`config.mk`:
```
export PLATFORM = sky130hd
export DESIGN_NAME = npc_front
export DESIGN_NICKNAME = d
export VERILOG_FILES = /design/src/rtl/core/npc_pkg.sv /design/src/rtl/core/npc_front.sv
export SDC_FILE = /design/constraint.sdc
export NUM_CORES = 1
export LEC_CHECK = 0
export BUFFER_PORTS_ARGS = -buffer_cell sky130_fd_sc_hd__buf_2
export CAP_MARGIN = 20
export CORE_AREA = 2 2 125 176
export CTS_CLUSTER_DIAMETER = 150
export DETAILED_ROUTE_END_ITERATION = 10
export DIE_AREA = 0 0 127 178
export GPL_ROUTABILITY_DRIVEN = 0
export HOLD_SLACK_MARGIN = 0.05
export PLACE_DENSITY = 0.79
export SLEW_MARGIN = 5
export SYNTH_ARGS = -nofsm -noshare
export SYNTH_HDL_FRONTEND = slang
export SYNTH_SLANG_ARGS = --single-unit
```
`constraint.sdc`:
```
create_clock -name i_clk -period 9.7 [get_ports i_clk]
set_input_delay 0.97 -clock i_clk [delete_from_list [all_inputs] [get_ports i_clk]]
set_output_delay 0.97 -clock i_clk [all_outputs]
set_load 0.1 [all_outputs]
```
`src/rtl/core/npc_pkg.sv`:
```
`timescale 1ns / 1ps

package npc_pkg;

    // Table geometry
    localparam int NPC_MAX_ENTRIES = 64;
    localparam int NPC_ADDR_W      = $clog2(NPC_MAX_ENTRIES);
    localparam int NPC_COUNT_W     = 8;
    localparam int NPC_ID_W        = 8;

    // Command queue between front and back
    localparam int NPC_QUEUE_DEPTH = 2;
    localparam int NPC_QPTR_W      = $clog2(NPC_QUEUE_DEPTH);
    localparam int NPC_QCNT_W      = $clog2(NPC_QUEUE_DEPTH + 1);

    // Datapath widths, Q.12 integers; squares and distances Q.24
    localparam int NPC_OFS_W    = 17;  // noise + 1.0
    localparam int NPC_SCALED_W = 22;  // (noise + 1.0) * 50
    localparam int NPC_POINT_W  = 24;  // Q12.4 point widened to Q.12
    localparam int NPC_DIFF_W   = 25;
    localparam int NPC_SQ_W     = 47;
    localparam int NPC_DIST_W   = 48;

    localparam logic signed [NPC_OFS_W-1:0] NPC_NOISE_ONE = 17'sd4096;

    typedef enum logic [0:0] {
        MODE_ADD      = 1'b0,
        MODE_CLASSIFY = 1'b1
    } t_npc_mode;

    typedef enum logic [1:0] {
        ST_OK     = 2'd0,
        ST_LOCKED = 2'd1,
        ST_FULL   = 2'd2
    } t_npc_status;

    typedef enum logic [1:0] {
        S_IDLE,
        S_SCAN,
        S_FLUSH
    } t_npc_state;

    typedef struct packed {
        t_npc_mode          mode;
        logic signed [15:0] noise_heat;
        logic signed [15:0] noise_humidity;
        logic signed [15:0] height;
        logic signed [15:0] point_heat;
        logic signed [15:0] point_humidity;
        logic signed [15:0] height_low;
        logic signed [15:0] height_high;
    } t_npc_in;

    typedef struct packed {
        logic [NPC_ID_W-1:0] class_id;
        t_npc_status         status;
    } t_npc_out;

    // Stored entry, high word first
    typedef struct packed {
        logic signed [15:0] high;
        logic signed [15:0] low;
        logic signed [15:0] humidity;
        logic signed [15:0] heat;
    } t_npc_entry;

    typedef struct packed {
        t_npc_mode                      mode;
        logic signed [NPC_SCALED_W-1:0] heat;
        logic signed [NPC_SCALED_W-1:0] humidity;
        logic signed [15:0]             height;
        t_npc_entry                     entry;
    } t_npc_cmd;

endpackage

```
`src/rtl/core/npc_front.sv`:
```
`timescale 1ns / 1ps

module npc_front (
    input  logic               i_clk,
    input  logic               i_rst_n,
    input  logic               i_push,
    input  npc_pkg::t_npc_in   i_item,
    output logic               o_full,
    output logic               o_cmd_vld,
    output npc_pkg::t_npc_cmd  o_cmd,
    input  logic               i_cmd_pop
);

    npc_pkg::t_npc_cmd                    r_q [npc_pkg::NPC_QUEUE_DEPTH];
    logic [npc_pkg::NPC_QPTR_W-1:0]       r_wp;
    logic [npc_pkg::NPC_QPTR_W-1:0]       r_rp;
    logic [npc_pkg::NPC_QCNT_W-1:0]       r_cnt;
    logic [npc_pkg::NPC_QPTR_W-1:0]       n_wp;
    logic [npc_pkg::NPC_QPTR_W-1:0]       n_rp;
    logic [npc_pkg::NPC_QCNT_W-1:0]       n_cnt;

    logic signed [npc_pkg::NPC_OFS_W-1:0]    heat_ofs;
    logic signed [npc_pkg::NPC_OFS_W-1:0]    hum_ofs;
    logic signed [npc_pkg::NPC_SCALED_W-1:0] heat_x;
    logic signed [npc_pkg::NPC_SCALED_W-1:0] hum_x;
    npc_pkg::t_npc_cmd                       cmd;

    // Scale noise: (n + 1.0) * 50 as shift-add (32 + 16 + 2)
    always_comb begin
        heat_ofs = npc_pkg::NPC_OFS_W'(i_item.noise_heat) + npc_pkg::NPC_NOISE_ONE;
        hum_ofs  = npc_pkg::NPC_OFS_W'(i_item.noise_humidity) + npc_pkg::NPC_NOISE_ONE;
        heat_x   = npc_pkg::NPC_SCALED_W'(heat_ofs);
        hum_x    = npc_pkg::NPC_SCALED_W'(hum_ofs);
        cmd.mode           = i_item.mode;
        cmd.heat           = (heat_x <<< 5) + (heat_x <<< 4) + (heat_x <<< 1);
        cmd.humidity       = (hum_x <<< 5) + (hum_x <<< 4) + (hum_x <<< 1);
        cmd.height         = i_item.height;
        cmd.entry.heat     = i_item.point_heat;
        cmd.entry.humidity = i_item.point_humidity;
        cmd.entry.low      = i_item.height_low;
        cmd.entry.high     = i_item.height_high;
    end

    assign o_full    = (r_cnt == npc_pkg::NPC_QCNT_W'(npc_pkg::NPC_QUEUE_DEPTH));
    assign o_cmd_vld = (r_cnt != '0);
    assign o_cmd     = r_q[r_rp];

    always_comb begin
        n_wp  = r_wp;
        n_rp  = r_rp;
        n_cnt = r_cnt;
        if (i_push) begin
            n_wp = (r_wp == npc_pkg::NPC_QPTR_W'(npc_pkg::NPC_QUEUE_DEPTH - 1))
                 ? '0 : r_wp + 1'b1;
        end
        if (i_cmd_pop) begin
            n_rp = (r_rp == npc_pkg::NPC_QPTR_W'(npc_pkg::NPC_QUEUE_DEPTH - 1))
                 ? '0 : r_rp + 1'b1;
        end
        if (i_push && !i_cmd_pop) begin
            n_cnt = r_cnt + 1'b1;
        end else if (!i_push && i_cmd_pop) begin
            n_cnt = r_cnt - 1'b1;
        end
    end

    always_ff @(posedge i_clk) begin
        if (!i_rst_n) begin
            r_wp  <= '0;
            r_rp  <= '0;
            r_cnt <= '0;
        end else begin
            r_wp  <= n_wp;
            r_rp  <= n_rp;
            r_cnt <= n_cnt;
        end
    end

    always_ff @(posedge i_clk) begin
        if (i_push) begin
            r_q[r_wp] <= cmd;
        end
    end

endmodule

```
==> flow_metrics.env <==
export IMPL_run_status="complete, no violations"
export IMPL_netlist_area_sq_mm=0.0114
export IMPL_routedWlPerCell_um=18.4
export IMPL_route_detailed_drc=0
export IMPL_cts_clk_slew_worst_paths_ns=0.06
export IMPL_antenna_found_initial=3
export IMPL_seq_area_frac_synth=0.657
export IMPL_setup_tns_final_ns=0
export IMPL_timing_clock_skew_ns=0.00621
export IMPL_clock_sinks=251
export IMPL_synth_async_reset_ratio=0
export IMPL_dp_hpwl_um=16000
export IMPL_core_area_sq_mm=0.0210
export IMPL_grt_use_met1=0.203
export IMPL_critical_path_max_stage_delay_ns=0.85
export IMPL_antenna_left=0
export IMPL_timing_slew_headroom=0.381
export IMPL_multi_input_area_sq_mm=0.00367
export IMPL_maxCapViolCount=0
export IMPL_busiest_layer="met2"
export IMPL_r2r_slack_ns=7.36
export IMPL_cts_hold_buffers_added=0
export IMPL_timing_max_transition_violations_final=0
export IMPL_flow_area_growth_from_synthesis_pct=20.6
export IMPL_setup_worst_path_start_class="register"
export IMPL_final_seq_area_sq_mm=0.00749
export IMPL_power_density_cell_area_mw_per_mm2=254
export IMPL_global_route_usage_total=0.192
export IMPL_crit_chain="buf_4 -> mux2_2 -> buf_2"
export IMPL_cp_required_ns=8.73
export IMPL_max_freq_ghz=0.255
export IMPL_pin_count_of_the_biggest_net_entering_global_routing=69
export IMPL_arrival_ns=2.95
export IMPL_finish_net_count=1122
export IMPL_vdd_drop_max_uv=161
export IMPL_per_cell_via_count_in_the_routed_design=5.37
export IMPL_clock_path_buffers=3
export IMPL_setup_violations=0
export IMPL_groute_layer_met2_usage=0.367
export IMPL_final_hold_viol_count=0
export IMPL_drt_pass1_iterations=4
export IMPL_edff_count_synth=246
export IMPL_cts_root_buffer_cell="clkbuf_16"
export IMPL_rsz0062_at_grt="no"
export IMPL_slowest_stage="dfxtp_4"
export IMPL_finalWorstSetupSlack_ns=5.78
export IMPL_chipHeight_um=178
export IMPL_final_min_clock_period_ns=3.92
export IMPL_route_vias_total=6538
export IMPL_grt_pass1_vias=6771
export IMPL_synth_cells=683
export IMPL_synth_avg_cell_area_sq_um=16.7
export IMPL_post_place_ws_ns=5.89
export IMPL_cp_max_fo=63
export IMPL_tritoncts_num_buffers=25
export IMPL_netlist_cell_type_count=57
export IMPL_die_width_um=127
export IMPL_fp_row_count=63
export IMPL_filler_cell_count=1541
export IMPL_cts_tree="done"
export IMPL_floorplan_io_pins=244
export IMPL_floorplan_initialDensity=0.544
export IMPL_globalRoute_totalOverflow=0
export IMPL_htree_levels=1
export IMPL_drive_above_1_share=0.441
export IMPL_first_pass_grt_wire_length_um=33900
export IMPL_synth_warning_count=0
export IMPL_max_slew_worst_pin_slew_ns=0.928
export IMPL_layout_worst_path_cycle_share=0.405
export IMPL_category_of_the_critical_setup_timing_path="register to primary output"
export IMPL_holdWs_ns=0.505
export IMPL_drt_iter0_drc=245
export IMPL_crit_path_end_kind="primary output"
export IMPL_synth_seq_cells=251
export IMPL_hold_path_class="register to register"
export IMPL_clock_latency_of_the_later_clocked_register_in_the_worst_skew_pair_ns=0.50
export IMPL_die_area_sq_mm=0.0226
export IMPL_route_final_wire_length_um=22400
export IMPL_met3_usage=0.0396
export IMPL_post_cts_setup_buffers=0
export IMPL_synthFlopType="edfxtp_1"
export IMPL_p_leak_nw=5.42
export IMPL_post_cts_resized=0
export IMPL_placement_io_buffers=241
[power breakdown]
group | internal (mW) | switching, mW
sequential | 1.33 | 0.0296
combinational | 0.276 | 0.862
clock | 0.604 | 0.389
total | 2.21 | 1.28
[critical path: cells and delay by family, from the launching register on]
family,cells,cell delay [ns]
buffers and inverters,2,1.19
flip-flops,1,0.85
multiplexers,1,0.32
[cell type report]
| cell class | instances | area share |
|---|---|---|
| diodes | 3 | 0.000546 |
| clock buffers | 26 | 0.0458 |
| clock inverters | 17 | 0.0162 |
| inverters | 45 | 0.0123 |
| multi-input cells | 370 | 0.267 |
| flip-flops and latches | 251 | 0.545 |
| well taps | 260 | 0.0236 |
| repair buffers | 245 | 0.0899 |
[registers in the layout, indices dropped and copies added, names as in the netlist, named ones only]
signal and count:
r_rp 1, r_wp 1, r_cnt 2, r_q 246
[layer usage]
| layer | up-vias | wire [um] |
|---|---|---|
| li1 | 3081 | - |
| met1 | 3167 | 7810 |
| met2 | 240 | 12200 |
| met3 | 50 | 1470 |
| met4 | 0 | 902 |
| met5 | - | 0 |
[stage by stage]
stage	power, mW	cells	area, sq um	util
3_3_place_gp	2.50	1171	12900	0.615
4_1_cts	3.52	1214	13700	0.656
2_1_floorplan	2.32	684	11400	-
3_5_place_dp	2.52	1171	12900	0.615
5_1_grt	3.62	1216	13800	0.656
6_report	3.49	1217	13800	0.656
[path summary, 6_finish.rpt]
path / cells after the start / end / from
worst max register to register: 2 / r_q[1][54] / r_wp
worst min-delay path: 2 / r_cnt[1] / r_cnt[1]
worst min register to register: 2 / r_cnt[1] / r_cnt[1]
worst max-delay path: 3 / o_cmd[103] / register
[cells by family after synthesis]
kind of cell	share of synthesized area
DFF	0.657
muxes	0.123
AOI/OAI and AO/OA	0.0485
adders and majority gates	0.0933
and+or+nand+nor	0.0296
buffers and inverters	0.0224
xor gates and xnor gates	0.0261
other	0.000329
[synthesized netlist by cell type, types with 3 or more instances]
| master | count | share of area |
|---|---|---|
| a31oi_1 | 4 | 0.0022 |
| xnor2_1 | 23 | 0.018 |
| o21ai_0 | 7 | 0.0031 |
| mux2_2 | 123 | 0.12 |
| clkbuf_1 | 7 | 0.0023 |
| nand3_1 | 6 | 0.0026 |
| o21ai_1 | 5 | 0.0022 |
| nor2b_1 | 7 | 0.0038 |
| o21a_1 | 3 | 0.0020 |
| xor2_1 | 11 | 0.0084 |
| nand2_1 | 18 | 0.0059 |
| and3_1 | 6 | 0.0033 |
| o21bai_1 | 3 | 0.0020 |
| fa_1 | 30 | 0.053 |
| nor2_1 | 7 | 0.0023 |
| o211ai_1 | 3 | 0.0020 |
| a21o_1 | 11 | 0.0072 |
| and2_1 | 5 | 0.0027 |
| dfxtp_1 | 5 | 0.0088 |
| ha_1 | 37 | 0.041 |
| a21oi_1 | 22 | 0.0097 |
| inv_1 | 45 | 0.015 |
| buf_2 | 7 | 0.0031 |
| edfxtp_1 | 246 | 0.65 |
[cells in the final DEF (no fill, tap or decap), types with 3 or more instances in the layout]
master,netlist,routed
clkinv_1,0,3
buf_2,7,241
a21oi_1,22,22
edfxtp_1,246,246
bufinv_16,0,5
inv_1,45,45
a21o_1,11,11
fa_1,30,30
dfxtp_1,5,4
a31oi_1,4,4
nor2b_1,7,6
o21a_1,3,3
ha_1,37,37
nand3_1,6,6
o211ai_1,3,3
nor2_1,7,7
and2_1,5,4
clkinv_2,0,4
mux2_2,123,123
diode_2,0,3
o21bai_1,3,3
buf_4,2,4
xnor2_1,23,23
clkbuf_16,0,25
xor2_1,11,11
and3_1,6,6
nand2_1,18,18
o21ai_1,5,5
o21ai_0,7,7
Power figures use the tool's default switching activity.
